File: src/design/mie_pkg.sv
package mie_pkg;

  localparam int unsigned ByteCount = 32;
  localparam int unsigned IndexBits = 11;
  localparam int unsigned ChecksumBits = 8;
  localparam int unsigned Rounds = 64;

  // Read request toward the entropy memory.
  typedef struct packed {
    logic       rd_en;
    logic [2:0] rd_addr;
  } mie_mem_req_t;

  localparam logic [31:0] RoundK [64] = '{
    32'h428a2f98, 32'h71374491, 32'hb5c0fbcf, 32'he9b5dba5,
    32'h3956c25b, 32'h59f111f1, 32'h923f82a4, 32'hab1c5ed5,
    32'hd807aa98, 32'h12835b01, 32'h243185be, 32'h550c7dc3,
    32'h72be5d74, 32'h80deb1fe, 32'h9bdc06a7, 32'hc19bf174,
    32'he49b69c1, 32'hefbe4786, 32'h0fc19dc6, 32'h240ca1cc,
    32'h2de92c6f, 32'h4a7484aa, 32'h5cb0a9dc, 32'h76f988da,
    32'h983e5152, 32'ha831c66d, 32'hb00327c8, 32'hbf597fc7,
    32'hc6e00bf3, 32'hd5a79147, 32'h06ca6351, 32'h14292967,
    32'h27b70a85, 32'h2e1b2138, 32'h4d2c6dfc, 32'h53380d13,
    32'h650a7354, 32'h766a0abb, 32'h81c2c92e, 32'h92722c85,
    32'ha2bfe8a1, 32'ha81a664b, 32'hc24b8b70, 32'hc76c51a3,
    32'hd192e819, 32'hd6990624, 32'hf40e3585, 32'h106aa070,
    32'h19a4c116, 32'h1e376c08, 32'h2748774c, 32'h34b0bcb5,
    32'h391c0cb3, 32'h4ed8aa4a, 32'h5b9cca4f, 32'h682e6ff3,
    32'h748f82ee, 32'h78a5636f, 32'h84c87814, 32'h8cc70208,
    32'h90befffa, 32'ha4506ceb, 32'hbef9a3f7, 32'hc67178f2
  };

  localparam logic [31:0] InitH [8] = '{
    32'h6a09e667, 32'hbb67ae85, 32'h3c6ef372, 32'ha54ff53a,
    32'h510e527f, 32'h9b05688c, 32'h1f83d9ab, 32'h5be0cd19
  };

  localparam logic [31:0] PadWord = 32'h80000000;
  localparam logic [31:0] LenWord = 32'd256;

  function automatic logic [31:0] rotr(input logic [31:0] x, input int unsigned n);
    return (x >> n) | (x << (32 - n));
  endfunction

  function automatic logic [31:0] big_sigma0(input logic [31:0] x);
    return rotr(x, 2) ^ rotr(x, 13) ^ rotr(x, 22);
  endfunction

  function automatic logic [31:0] big_sigma1(input logic [31:0] x);
    return rotr(x, 6) ^ rotr(x, 11) ^ rotr(x, 25);
  endfunction

  function automatic logic [31:0] small_sigma0(input logic [31:0] x);
    return rotr(x, 7) ^ rotr(x, 18) ^ (x >> 3);
  endfunction

  function automatic logic [31:0] small_sigma1(input logic [31:0] x);
    return rotr(x, 17) ^ rotr(x, 19) ^ (x >> 10);
  endfunction

endpackage

File: src/design/mie_if.sv
interface mie_in_if;
  logic       valid;
  logic       ready;
  logic [7:0] entropy_byte;
  modport source (output valid, output entropy_byte, input ready);
  modport sink (input valid, input entropy_byte, output ready);
endinterface

interface mie_out_if;
  logic        valid;
  logic        ready;
  logic [10:0] word_index;
  logic        last_word;
  modport source (output valid, output word_index, output last_word, input ready);
  modport sink (input valid, input word_index, input last_word, output ready);
endinterface

File: src/design/mie_entropy_mem.sv
module mie_entropy_mem (
  input  logic                clk_i,
  input  logic                wr_en_i,
  input  logic [4:0]          byte_pos_i,
  input  logic [7:0]          byte_i,
  input  mie_pkg::mie_mem_req_t req_i,
  output logic [31:0]         rd_data_o
);

  logic [31:0] mem_q [8];
  logic [23:0] asm_q;
  logic [31:0] rd_data_q;

  // Gather three bytes, then write the full big-endian word with the fourth.
  always_ff @(posedge clk_i) begin
    if (wr_en_i) begin
      asm_q <= {asm_q[15:0], byte_i};
      if (byte_pos_i[1:0] == 2'd3) begin
        mem_q[byte_pos_i[4:2]] <= {asm_q, byte_i};
      end
    end
  end

  // Synchronous read port.
  always_ff @(posedge clk_i) begin
    if (req_i.rd_en) begin
      rd_data_q <= mem_q[req_i.rd_addr];
    end
  end

  assign rd_data_o = rd_data_q;

endmodule

File: src/design/mie_sha_core.sv
module mie_sha_core (
  input  logic                  clk_i,
  input  logic                  rst_ni,
  input  logic                  start_i,
  input  logic [31:0]           rd_data_i,
  output mie_pkg::mie_mem_req_t req_o,
  output logic                  done_o,
  output logic [7:0]            checksum_o
);

  localparam logic [1:0] S_IDLE = 2'd0;
  localparam logic [1:0] S_LOAD = 2'd1;
  localparam logic [1:0] S_RND  = 2'd2;

  logic [1:0]  state_q, state_d;
  logic [3:0]  ld_cnt_q, ld_cnt_d;
  logic [5:0]  rnd_q, rnd_d;
  logic        done_q, done_d;
  logic [7:0]  cs_q, cs_d;
  logic [31:0] w_q [16];
  logic [31:0] a_q, b_q, c_q, d_q, e_q, f_q, g_q, h_q;
  logic [31:0] t1, t2, w_new, a_new;

  // Round datapath and next schedule word.
  always_comb begin
    t1 = h_q + mie_pkg::big_sigma1(e_q) + ((e_q & f_q) ^ (~e_q & g_q))
       + mie_pkg::RoundK[rnd_q] + w_q[0];
    t2 = mie_pkg::big_sigma0(a_q) + ((a_q & b_q) ^ (a_q & c_q) ^ (b_q & c_q));
    a_new = t1 + t2;
    w_new = w_q[0] + mie_pkg::small_sigma0(w_q[1]) + w_q[9]
          + mie_pkg::small_sigma1(w_q[14]);
  end

  // Sequencer: load eight words from memory, then run the rounds.
  always_comb begin
    state_d  = state_q;
    ld_cnt_d = ld_cnt_q;
    rnd_d    = rnd_q;
    done_d   = 1'b0;
    cs_d     = cs_q;
    req_o.rd_en   = 1'b0;
    req_o.rd_addr = ld_cnt_q[2:0];
    case (state_q)
      S_IDLE: begin
        if (start_i) begin
          state_d  = S_LOAD;
          ld_cnt_d = 4'd0;
        end
      end
      S_LOAD: begin
        req_o.rd_en = !ld_cnt_q[3];
        ld_cnt_d    = ld_cnt_q + 4'd1;
        if (ld_cnt_q[3]) begin
          state_d = S_RND;
          rnd_d   = 6'd0;
        end
      end
      S_RND: begin
        rnd_d = rnd_q + 6'd1;
        if (rnd_q == 6'(mie_pkg::Rounds - 1)) begin
          state_d = S_IDLE;
          done_d  = 1'b1;
          cs_d    = 8'((mie_pkg::InitH[0] + a_new) >> 24);
        end
      end
      default: state_d = S_IDLE;
    endcase
  end

  always_ff @(posedge clk_i or negedge rst_ni) begin
    if (!rst_ni) begin
      state_q  <= S_IDLE;
      ld_cnt_q <= '0;
      rnd_q    <= '0;
      done_q   <= 1'b0;
    end else begin
      state_q  <= state_d;
      ld_cnt_q <= ld_cnt_d;
      rnd_q    <= rnd_d;
      done_q   <= done_d;
    end
  end

  always_ff @(posedge clk_i) begin
    cs_q <= cs_d;
  end

  // Schedule window and working variables.
  always_ff @(posedge clk_i) begin
    if (state_q == S_IDLE && start_i) begin
      w_q[8] <= mie_pkg::PadWord;
      for (int i = 9; i < 15; i++) begin
        w_q[i] <= '0;
      end
      w_q[15] <= mie_pkg::LenWord;
      a_q <= mie_pkg::InitH[0];
      b_q <= mie_pkg::InitH[1];
      c_q <= mie_pkg::InitH[2];
      d_q <= mie_pkg::InitH[3];
      e_q <= mie_pkg::InitH[4];
      f_q <= mie_pkg::InitH[5];
      g_q <= mie_pkg::InitH[6];
      h_q <= mie_pkg::InitH[7];
    end else if (state_q == S_LOAD) begin
      if (ld_cnt_q != 4'd0) begin
        w_q[3'(ld_cnt_q - 4'd1)] <= rd_data_i;
      end
    end else if (state_q == S_RND) begin
      for (int i = 0; i < 15; i++) begin
        w_q[i] <= w_q[i+1];
      end
      w_q[15] <= w_new;
      h_q <= g_q;
      g_q <= f_q;
      f_q <= e_q;
      e_q <= d_q + t1;
      d_q <= c_q;
      c_q <= b_q;
      b_q <= a_q;
      a_q <= a_new;
    end
  end

  assign done_o     = done_q;
  assign checksum_o = cs_q;

endmodule

File: src/design/mnemonic_index_encoder_core.sv
// Channel  Dir  Payload                      Handshake
// in_i     in   entropy_byte[7:0]            valid/ready
// out_o    out  word_index[10:0], last_word  valid/ready
//
// Bytes 1 to 31 are taken back to back unless the output stalls; an index is emitted
// whenever 11 bits are packed. Byte 32 starts the hash: the block is loaded from the
// entropy memory (one word per read), the single round unit runs the rounds, then the
// checksum word goes to the output; only then is the next mnemonic's first byte taken.
// Reset clears all control state; no clearing pass is needed.
// Input stalls while a word waits in the output register and is not taken.
module mnemonic_index_encoder_core (
  input  logic     clk_i,
  input  logic     rst_ni,
  mie_in_if.sink   in_i,
  mie_out_if.source out_o
);

  localparam logic [1:0] ST_IN   = 2'd0;
  localparam logic [1:0] ST_HASH = 2'd1;
  localparam logic [1:0] ST_DONE = 2'd2;

  logic [1:0]  state_q, state_d;
  logic [4:0]  byte_cnt_q;
  logic [17:0] bit_buf_q;
  logic [4:0]  bit_fill_q;
  logic [2:0]  tail_q;
  logic [7:0]  cs_q;
  logic        out_valid_q;
  logic [10:0] out_index_q;
  logic        out_last_q;

  logic        out_free, in_fire, emit, last_byte;
  logic [17:0] buf_cat, buf_masked;
  logic [4:0]  fill_sum, fill_new;
  logic [10:0] emit_index;
  logic        sha_done;
  logic [7:0]  sha_cs;
  logic [31:0] mem_rd_data;
  mie_pkg::mie_mem_req_t mem_req;

  assign out_free  = !out_valid_q || out_o.ready;
  assign in_i.ready = (state_q == ST_IN) && out_free;
  assign in_fire   = in_i.valid && in_i.ready;
  assign last_byte = byte_cnt_q == 5'(mie_pkg::ByteCount - 1);

  // Bit packing of the new byte.
  always_comb begin
    buf_cat    = {bit_buf_q[9:0], in_i.entropy_byte};
    fill_sum   = bit_fill_q + 5'd8;
    emit       = fill_sum >= 5'(mie_pkg::IndexBits);
    fill_new   = emit ? fill_sum - 5'(mie_pkg::IndexBits) : fill_sum;
    emit_index = 11'(buf_cat >> fill_new);
    buf_masked = buf_cat & ((18'd1 << fill_new) - 18'd1);
  end

  // Top-level sequence.
  always_comb begin
    state_d = state_q;
    case (state_q)
      ST_IN:   if (in_fire && last_byte) state_d = ST_HASH;
      ST_HASH: if (sha_done) state_d = ST_DONE;
      ST_DONE: if (out_free) state_d = ST_IN;
      default: state_d = ST_IN;
    endcase
  end

  always_ff @(posedge clk_i or negedge rst_ni) begin
    if (!rst_ni) begin
      state_q     <= ST_IN;
      byte_cnt_q  <= '0;
      bit_buf_q   <= '0;
      bit_fill_q  <= '0;
      out_valid_q <= 1'b0;
    end else begin
      state_q <= state_d;
      if (in_fire) begin
        if (last_byte) begin
          byte_cnt_q <= '0;
          bit_buf_q  <= '0;
          bit_fill_q <= '0;
        end else begin
          byte_cnt_q <= byte_cnt_q + 5'd1;
          bit_buf_q  <= buf_masked;
          bit_fill_q <= fill_new;
        end
      end
      if (in_fire && emit) begin
        out_valid_q <= 1'b1;
      end else if (state_q == ST_DONE && out_free) begin
        out_valid_q <= 1'b1;
      end else if (out_o.ready) begin
        out_valid_q <= 1'b0;
      end
    end
  end

  // Output word and checksum holding registers.
  always_ff @(posedge clk_i) begin
    if (in_fire && last_byte) begin
      tail_q <= buf_masked[2:0];
    end
    if (sha_done) begin
      cs_q <= sha_cs;
    end
    if (in_fire && emit) begin
      out_index_q <= emit_index;
      out_last_q  <= 1'b0;
    end else if (state_q == ST_DONE && out_free) begin
      out_index_q <= {tail_q, cs_q};
      out_last_q  <= 1'b1;
    end
  end

  assign out_o.valid      = out_valid_q;
  assign out_o.word_index = out_index_q;
  assign out_o.last_word  = out_last_q;

  mie_entropy_mem u_mem (
    .clk_i      (clk_i),
    .wr_en_i    (in_fire),
    .byte_pos_i (byte_cnt_q),
    .byte_i     (in_i.entropy_byte),
    .req_i      (mem_req),
    .rd_data_o  (mem_rd_data)
  );

  mie_sha_core u_sha (
    .clk_i      (clk_i),
    .rst_ni     (rst_ni),
    .start_i    (in_fire && last_byte),
    .rd_data_i  (mem_rd_data),
    .req_o      (mem_req),
    .done_o     (sha_done),
    .checksum_o (sha_cs)
  );

endmodule

File: src/flat_wrapper.sv
// flat-port wrapper written by rule: the top's interface ports become plain ports
module mnemonic_index_encoder_core_flat 
  (clk_i, rst_ni, in_i_valid, in_i_entropy_byte, in_i_ready, out_o_valid, out_o_word_index, out_o_last_word, out_o_ready);
  mie_in_if in_i_i ();
  mie_out_if out_o_i ();
  input  logic clk_i;
  input  logic rst_ni;
  input wire logic [$bits(in_i_i.valid)-1:0] in_i_valid;
  input wire logic [$bits(in_i_i.entropy_byte)-1:0] in_i_entropy_byte;
  output wire logic [$bits(in_i_i.ready)-1:0] in_i_ready;
  output wire logic [$bits(out_o_i.valid)-1:0] out_o_valid;
  output wire logic [$bits(out_o_i.word_index)-1:0] out_o_word_index;
  output wire logic [$bits(out_o_i.last_word)-1:0] out_o_last_word;
  input wire logic [$bits(out_o_i.ready)-1:0] out_o_ready;
  assign in_i_i.valid = in_i_valid;
  assign in_i_i.entropy_byte = in_i_entropy_byte;
  assign in_i_ready = in_i_i.ready;
  assign out_o_valid = out_o_i.valid;
  assign out_o_word_index = out_o_i.word_index;
  assign out_o_last_word = out_o_i.last_word;
  assign out_o_i.ready = out_o_ready;
  mnemonic_index_encoder_core u_core (.clk_i(clk_i), .rst_ni(rst_ni), .in_i(in_i_i), .out_o(out_o_i));
endmodule
File: config.mk
export PLATFORM = sky130hd
export DESIGN_NAME = mnemonic_index_encoder_core_flat
export DESIGN_NICKNAME = d
export VERILOG_FILES = /design/src/design/mie_pkg.sv /design/src/design/mie_if.sv /design/src/design/mie_entropy_mem.sv /design/src/design/mie_sha_core.sv /design/src/design/mnemonic_index_encoder_core.sv /design/src/flat_wrapper.sv
export SDC_FILE = /design/constraint.sdc
export NUM_CORES = 2
export LEC_CHECK = 0
export BUFFER_PORTS_ARGS = -buffer_cell sky130_fd_sc_hd__buf_2
export CAP_MARGIN = 40
export CORE_ASPECT_RATIO = 0.6
export CORE_UTILIZATION = 61
export DETAILED_ROUTE_END_ITERATION = 7
export PLACE_DENSITY = 0.82
export SETUP_SLACK_MARGIN = 0.1
export SYNTH_ARGS = -nofsm -noshare
export SYNTH_HDL_FRONTEND = slang
export SYNTH_SLANG_ARGS = --single-unit
File: constraint.sdc
create_clock -name clk_i -period 15.9 [get_ports clk_i]
set_clock_uncertainty 0.15 [all_clocks]
set_input_delay 1.59 -clock clk_i [delete_from_list [all_inputs] [get_ports clk_i]]
set_output_delay 1.59 -clock clk_i [all_outputs]
set_load 0.01 [all_outputs]
Yosys cells after proc, flatten, opt, wreduce, memory -nomap -nowiden:

Memories as Yosys holds them, arrays and structs flattened. A register that Yosys moved wholly into a read port is not among the register bits.
Index checks and enable logic that the tools add are counted.

* add/sub/neg operators: 18
* $lt $le $gt $ge: 2
* equality and inequality tests: 13
* shift-type cells: 2
* mux-type cells: 49
* bitwise operators: 38
* reductions and logical operators: 23

Operator list (number)
* 32-bit 2-to-1 mux: 11
* 32-bit adder: 10
* 32-bit bitwise XOR: 9
* 32-bit AND: 5
* 31-bit by 32-bit adder with 32-bit output, first input constant: 1
* 32-bit inverter: 1
* 10-bit by 32-bit bitwise OR with 32-bit output: 1
* 13-bit by 32-bit bitwise OR with 32-bit output: 1
* 14-bit by 32-bit bitwise OR with 32-bit output: 1
* 15-bit by 32-bit bitwise OR with 32-bit output: 1
* 19-bit by 32-bit bitwise OR with 32-bit output: 1
* 21-bit by 32-bit bitwise OR with 32-bit output: 1
* 25-bit by 32-bit bitwise OR with 32-bit output: 1
* 26-bit by 32-bit bitwise OR with 32-bit output: 1
* 30-bit by 32-bit bitwise OR with 32-bit output: 1
* 7-bit by 32-bit bitwise OR with 32-bit output: 1
* 32-bit OR reduction: 1
* 32-bit by 22-bit bitwise XOR with 32-bit output: 1
* 32-bit by 29-bit bitwise XOR with 32-bit output: 1
* 11-bit 2-to-1 mux: 2
* 1-bit 2-to-1 mux: 20
* 18-bit by 5-bit right shift with 11-bit output: 1
* 5-bit 2-to-1 mux: 3
* 2-bit case mux with 3 select lines: 2
* 35 further kinds: 67

* bits in registers: 347
* RAM bits: 768
* bits in read-only memories: 2048
* input bits: 12
* output and inout bits: 14
* memories: 3

Memories
* (no name shown): words 64, width 32, rd ports 1, clocked after Yosys merged registers in 0, wr ports 0, RTL line mie_sha_core.sv:27 `+ mie_pkg::RoundK[rnd_q] + w_q[0];`
* u_core.u_sha.w_q: words 16, width 32, rd ports 16, clocked after Yosys merged registers in 0, wr ports 16, RTL line mie_sha_core.sv:20 `logic [31:0] w_q [16];`
* u_core.u_mem.mem_q: words 8, width 32, rd ports 1, clocked after Yosys merged registers in 1, wr ports 1, RTL line mie_entropy_mem.sv:10 `logic [31:0] mem_q [8];`

Logic depth before layout (Yosys ltp):

* word-level depth: 10
* gate-level depth with buffers: 41
* depth with buffers taken out: 39

Modules after synthesis:

A second synthesis with hierarchy kept.

* cell total of the unflattened synthesis: 4817
* area, all modules: 59738.5 sq um

Modules (own cells, without submodules)
* mie_sha_core: instances 1, cells each 4016, area an instance 44930.6 sq um, sequential area each 21065.2 sq um
* mie_entropy_mem: instances 1, cells each 439, area an instance 11512.3 sq um, sequential area each 9369.0 sq um
* mnemonic_index_encoder_core: instances 1, cells each 362, area an instance 3295.7 sq um, sequential area each 1256.2 sq um

Worst setup path after synthesis:

Ideal clock, no wire load.

* path kind: input to register
* from: input out_o_ready
* to: memory u_core.u_sha.w_q[10][0] (enable)
* arrival: 9.898 ns
* setup slack: 5.132 ns
* stages on the path: 10
* path through: nor2b_1 -> nor3_1 -> nand2_1 -> inv_1 -> nand2_1 -> inv_1 -> o21bai_1 -> inv_1 -> clkbuf_1 -> clkbuf_1

RTL lines
* start, declared: RTL line flat_wrapper.sv:14 `input wire logic [$bits(out_o_i.ready)-1:0] out_o_ready;`
* end, declared: RTL line mie_sha_core.sv:20

Final worst setup path:

* from: register u_core.u_sha.rnd_q[1]
* to: register u_core.u_sha.cs_q[6] (netlist: u_core.u_sha.checksum_o[6]) (data pin)

* longest elaborated chain between the ends: 8

RTL lines
* start, declared: RTL line mie_sha_core.sv:17 `logic [5:0] rnd_q, rnd_d;`
* start signal, assigned: RTL line mie_sha_core.sv:79 `rnd_q <= rnd_d;`
* 6-bit inverter with 7-bit output (not written as such): RTL line mie_sha_core.sv:27
* memory 64 x 32 bit
* 32-bit 2-to-1 mux (not written as such) (2 in a row): RTL line mie_sha_core.sv:27
* 32-bit adder (2 in a row): RTL line mie_sha_core.sv:27
* 32-bit adder: RTL line mie_sha_core.sv:29 `a_new = t1 + t2;`
* 31-bit by 32-bit adder with 32-bit output: RTL line mie_sha_core.sv:63 `cs_d = 8'((mie_pkg::InitH[0] + a_new) >> 24);`
* end signal, assigned: RTL line mie_sha_core.sv:85 `cs_q <= cs_d;`
* end, declared: RTL line mie_sha_core.sv:19 `logic [7:0] cs_q, cs_d;`

Every way passes these cells. The select of a mux whose other input is x is not followed.
A chain may end at the register's enable or synchronous reset.

==> impl_metrics.py <==
metrics = {
    "worst_setup_path": {
        "r2r-end": "u_core.u_sha.checksum_o[6]$_DFFE_PP_",
        "path_delay_family": "compound AO/OA/AOI/OAI gates",
        "worst_ep_arrival_time_ns": 11.86,
        "crit_top_cell": "fa_1",
        "crit_type": "flop to flop",
        "critPathBufInv": 5,
        "r2r_start": "u_core.u_sha.rnd_q[1]$_DFFE_PN0P_",
        "crit_slowest_cell": "dfrtp_1",
        "worstSetupStartpoint": "u_core.u_sha.rnd_q[1]$_DFFE_PN0P_",
        "cp.depth": 34,
        "r2r_cells": 34,
        "reg2reg_slack_ns": 4.39,
        "crit_required_ns": 16.25,
        "critPathCapture": "u_core.u_sha.checksum_o[6]$_DFFE_PP_",
        "startpoint_type": "flop",
        "critical_path.endpoint_type": "flop",
        "cp_max_fo": 18,
        "crit_path_max_incr_delay_ns": 0.78,
    },
    "clocking": {
        "cts_buffers": 102,
        "clk_pin_slew_ns": 0.08,
        "postCtsSetupBuffers": 0,
        "cts-root-buf": "clkbuf_16",
        "cts_buffer_depth": 3,
        "holdBufCountCts": 0,
        "cts-htree-levels": 3,
        "insertion_delay_ns": 0.79,
        "cts_sinks": 1147,
        "cts_tree": "built",
        "cts_resized": 0,
    },
    "timing": {
        "relSlewSlack": 0.3634,
        "drv_slew": 0,
        "rsz0062_at_grt": "false",
        "period_needed_ns": 11.51,
        "holdWs_ns": 0.3165,
        "final_hold_viol_count": 0,
        "final.setup.tns_ns": 0,
        "finalSetupViolCount": 0,
        "worstMarginPinSlew_ns": 0.9549,
        "max_freq_mhz": 86.88,
        "min_period_over_period": 0.7239,
    },
    "floorplanning": {
        "initial_core_util": 0.6213,
        "core_area_um2": 94810,
        "dieHeight_um": 242.7,
        "die_x_um": 403.2,
        "num_rows": 87,
        "io_pins": 26,
        "die-area_um2": 97860,
    },
    "layout": {
        "n_antenna_cell": 0,
        "nets": 4982,
        "final_cells": 6004,
        "fillers": 6698,
        "final_cell_mix": "edfxtp_1 (854), a21o_1 (307), xnor2_1 (269)",
        "syn2layout_area_growth_pct": 8.368,
        "final_common_cell": "edfxtp_1",
        "drive_gt1_frac": 0.1018,
    },
    "detailed_routing": {
        "drtIter0Drc": 5618,
        "ant_nets": 0,
        "wl_per_cell_um": 28.06,
        "post-route-drc-count": 0,
        "drt-total-wl_um": 168500,
        "firstDrtPassIters": 5,
        "drt-met1-wl_um": 75840,
        "wl_met2_um": 62880,
        "wl_met3_um": 26610,
        "viasPerCell": 6.524,
        "num_vias": 39170,
        "top_layer": "met5",
    },
    "placement": {
        "placed_cells": 5813,
        "io_buffers": 25,
        "dp_hpwl_um": 118300,
        "gp_congestion": 1.007,
    },
    "global_route": {
        "grt_pass1_vias": 37000,
        "grt_max_degree": 172,
        "grt_usage": 0.3470,
        "grt_pass1_wl_um": 248500,
        "gr-total-overflow": 0,
        "antenna_found_initial": 9,
    },
    "worst_hold_path": {
        "hp-class": "flop to flop",
    },
    "logic_synthesis": {
        "yosysUniqueCellTypes": 95,
        "syn_avg_cell_area_um2": 12.44,
        "syn-num-nets": 5087,
        "yosys_register_bits": 1147,
        "ys_warn_count": 0,
        "synth-seq-area-share": 0.5379,
        "synth_edf_count": 854,
        "syn_area_um2": 58910,
        "synthArstFlopShare": 0.03139,
        "yosys_most_used_dff": "edfxtp_1",
        "postSynthCellCount": 4735,
    },
    "status": {
        "status": "finished, final reports clean",
    },
    "job": {
        "cap_violations": 0,
    },
}
[cells in the mapped netlist, types with 111 or more instances]
library cell,n,share of area
inv_1,254,0.016
xnor2_1,270,0.040
clkbuf_1,288,0.018
and2_1,242,0.026
fa_1,187,0.064
dfxtp_1,257,0.087
edfxtp_1,854,0.44
nor2_1,198,0.013
ha_1,153,0.032
o21ai_0,188,0.016
nand2_1,210,0.013
a21oi_1,209,0.018
a21o_1,307,0.039
o22a_1,111,0.017
[worst register-to-register path, delay by kind of cell (launching register included)]
kind                       cells  cell delay [ns]
and+or+nand+nor                8             2.11
adders and majority gates      7             3.23
xor gates and xnor gates       2             0.40
DFF                            1             0.78
AOI/OAI and AO/OA             12             3.40
buffers and inverters          5             1.19
[layout make-up]
cell class / instances / area, µm² / area share
clock buffer: 134 / 2739 / 0.04290
clock inverter: 54 / 698.2 / 0.01094
inverter: 260 / 983.4 / 0.01540
multi-input combinational: 3009 / 25140 / 0.3938
sequential: 1147 / 31700 / 0.4966
tap: 1290 / 1614 / 0.02528
timing repair buffer: 110 / 963.4 / 0.01509
[registers in the layout, indices dropped and copies added (netlist names), 4 cells and up]
name / cells
u_core.out_o.word_index: 11
u_core.byte_cnt_q: 5
u_core.u_sha.checksum_o: 8
u_core.u_sha.c_q: 32
u_core.u_sha.g_q: 32
u_core.u_sha.rnd_q: 6
u_core.u_sha.h_q: 32
u_core.u_sha.ld_cnt_q: 4
u_core.u_mem.mem_q: 256
u_core.u_sha.a_q: 32
u_core.cs_q: 8
u_core.bit_fill_q: 5
u_core.u_sha.b_q: 32
u_core.u_sha.f_q: 32
u_core.u_sha.d_q: 32
u_core.u_mem.asm_q: 24
u_core.u_sha.e_q: 32
u_core.u_sha.w_q: 512
u_core.u_mem.rd_data_o: 32
u_core.bit_buf_q: 10
[kinds of logic (layout without fill, tap and decap cells)]
kind of cell / count (synthesis) / after routing / synth area share
flops: 1147 / 1147 / 0.5379
simple gates: 921 / 921 / 0.07914
xor+xnor: 370 / 370 / 0.05526
buf+inv: 579 / 558 / 0.03700
fa+ha+maj: 345 / 345 / 0.09689
mux: 213 / 213 / 0.05463
compound gates: 1160 / 1160 / 0.1392
[through the flow]
| stage | instance area [µm²] | setup slack, ns | util |
|---|---|---|---|
| 2_1_floorplan | 58910 | 5.132 | - |
| 3_3_place_gp | 60080 | 5.094 | 0.6337 |
| 3_5_place_dp | 60380 | 4.941 | 0.6369 |
| 4_1_cts | 63820 | 4.903 | 0.6731 |
| 5_1_grt | 63840 | 4.033 | 0.6733 |
| 6_report | 63840 | 4.390 | 0.6733 |
[metal layers]
metal / up-vias / global-route usage
met2: 2339 / 0.4253
met1: 19700 / 0.5575
met5: - / 0
met4: 6 / 0.06475
met3: 240 / 0.1524
li1: 16880 / -
[how the worst min path moves through the flow]
| stage | slack [ns] | end | start | cells past startpoint |
|---|---|---|---|---|
| 2_1_floorplan | 0.25 | u_core.cs_q[0]$_DFFE_PP_ | u_core.u_sha.checksum_o[0]$_DFFE_PP_ | 0 |
| 3_3_place_gp | 0.30 | u_core.u_sha.d_q[8]$_SDFFE_PP1P_ | u_core.u_sha.d_q[8]$_SDFFE_PP1P_ | 1 |
| 3_5_place_dp | 0.31 | u_core.u_sha.d_q[18]$_SDFFE_PP1P_ | u_core.u_sha.d_q[18]$_SDFFE_PP1P_ | 1 |
| 4_1_cts | 0.32 | u_core.u_sha.w_q[4][11]$_DFFE_PP_ | u_core.u_sha.w_q[5][11]$_DFFE_PP_ | 1 |
| 5_1_grt | 0.32 | u_core.u_sha.w_q[11][12]$_SDFFCE_PN0P_ | u_core.u_sha.w_q[12][12]$_SDFFCE_PN0P_ | 1 |
| 6_report | 0.32 | u_core.u_sha.w_q[4][11]$_DFFE_PP_ | u_core.u_sha.w_q[5][11]$_DFFE_PP_ | 1 |
Power is not shown: default switching activity piles up to over one toggle a cycle in this logic, so the estimate is an artifact.
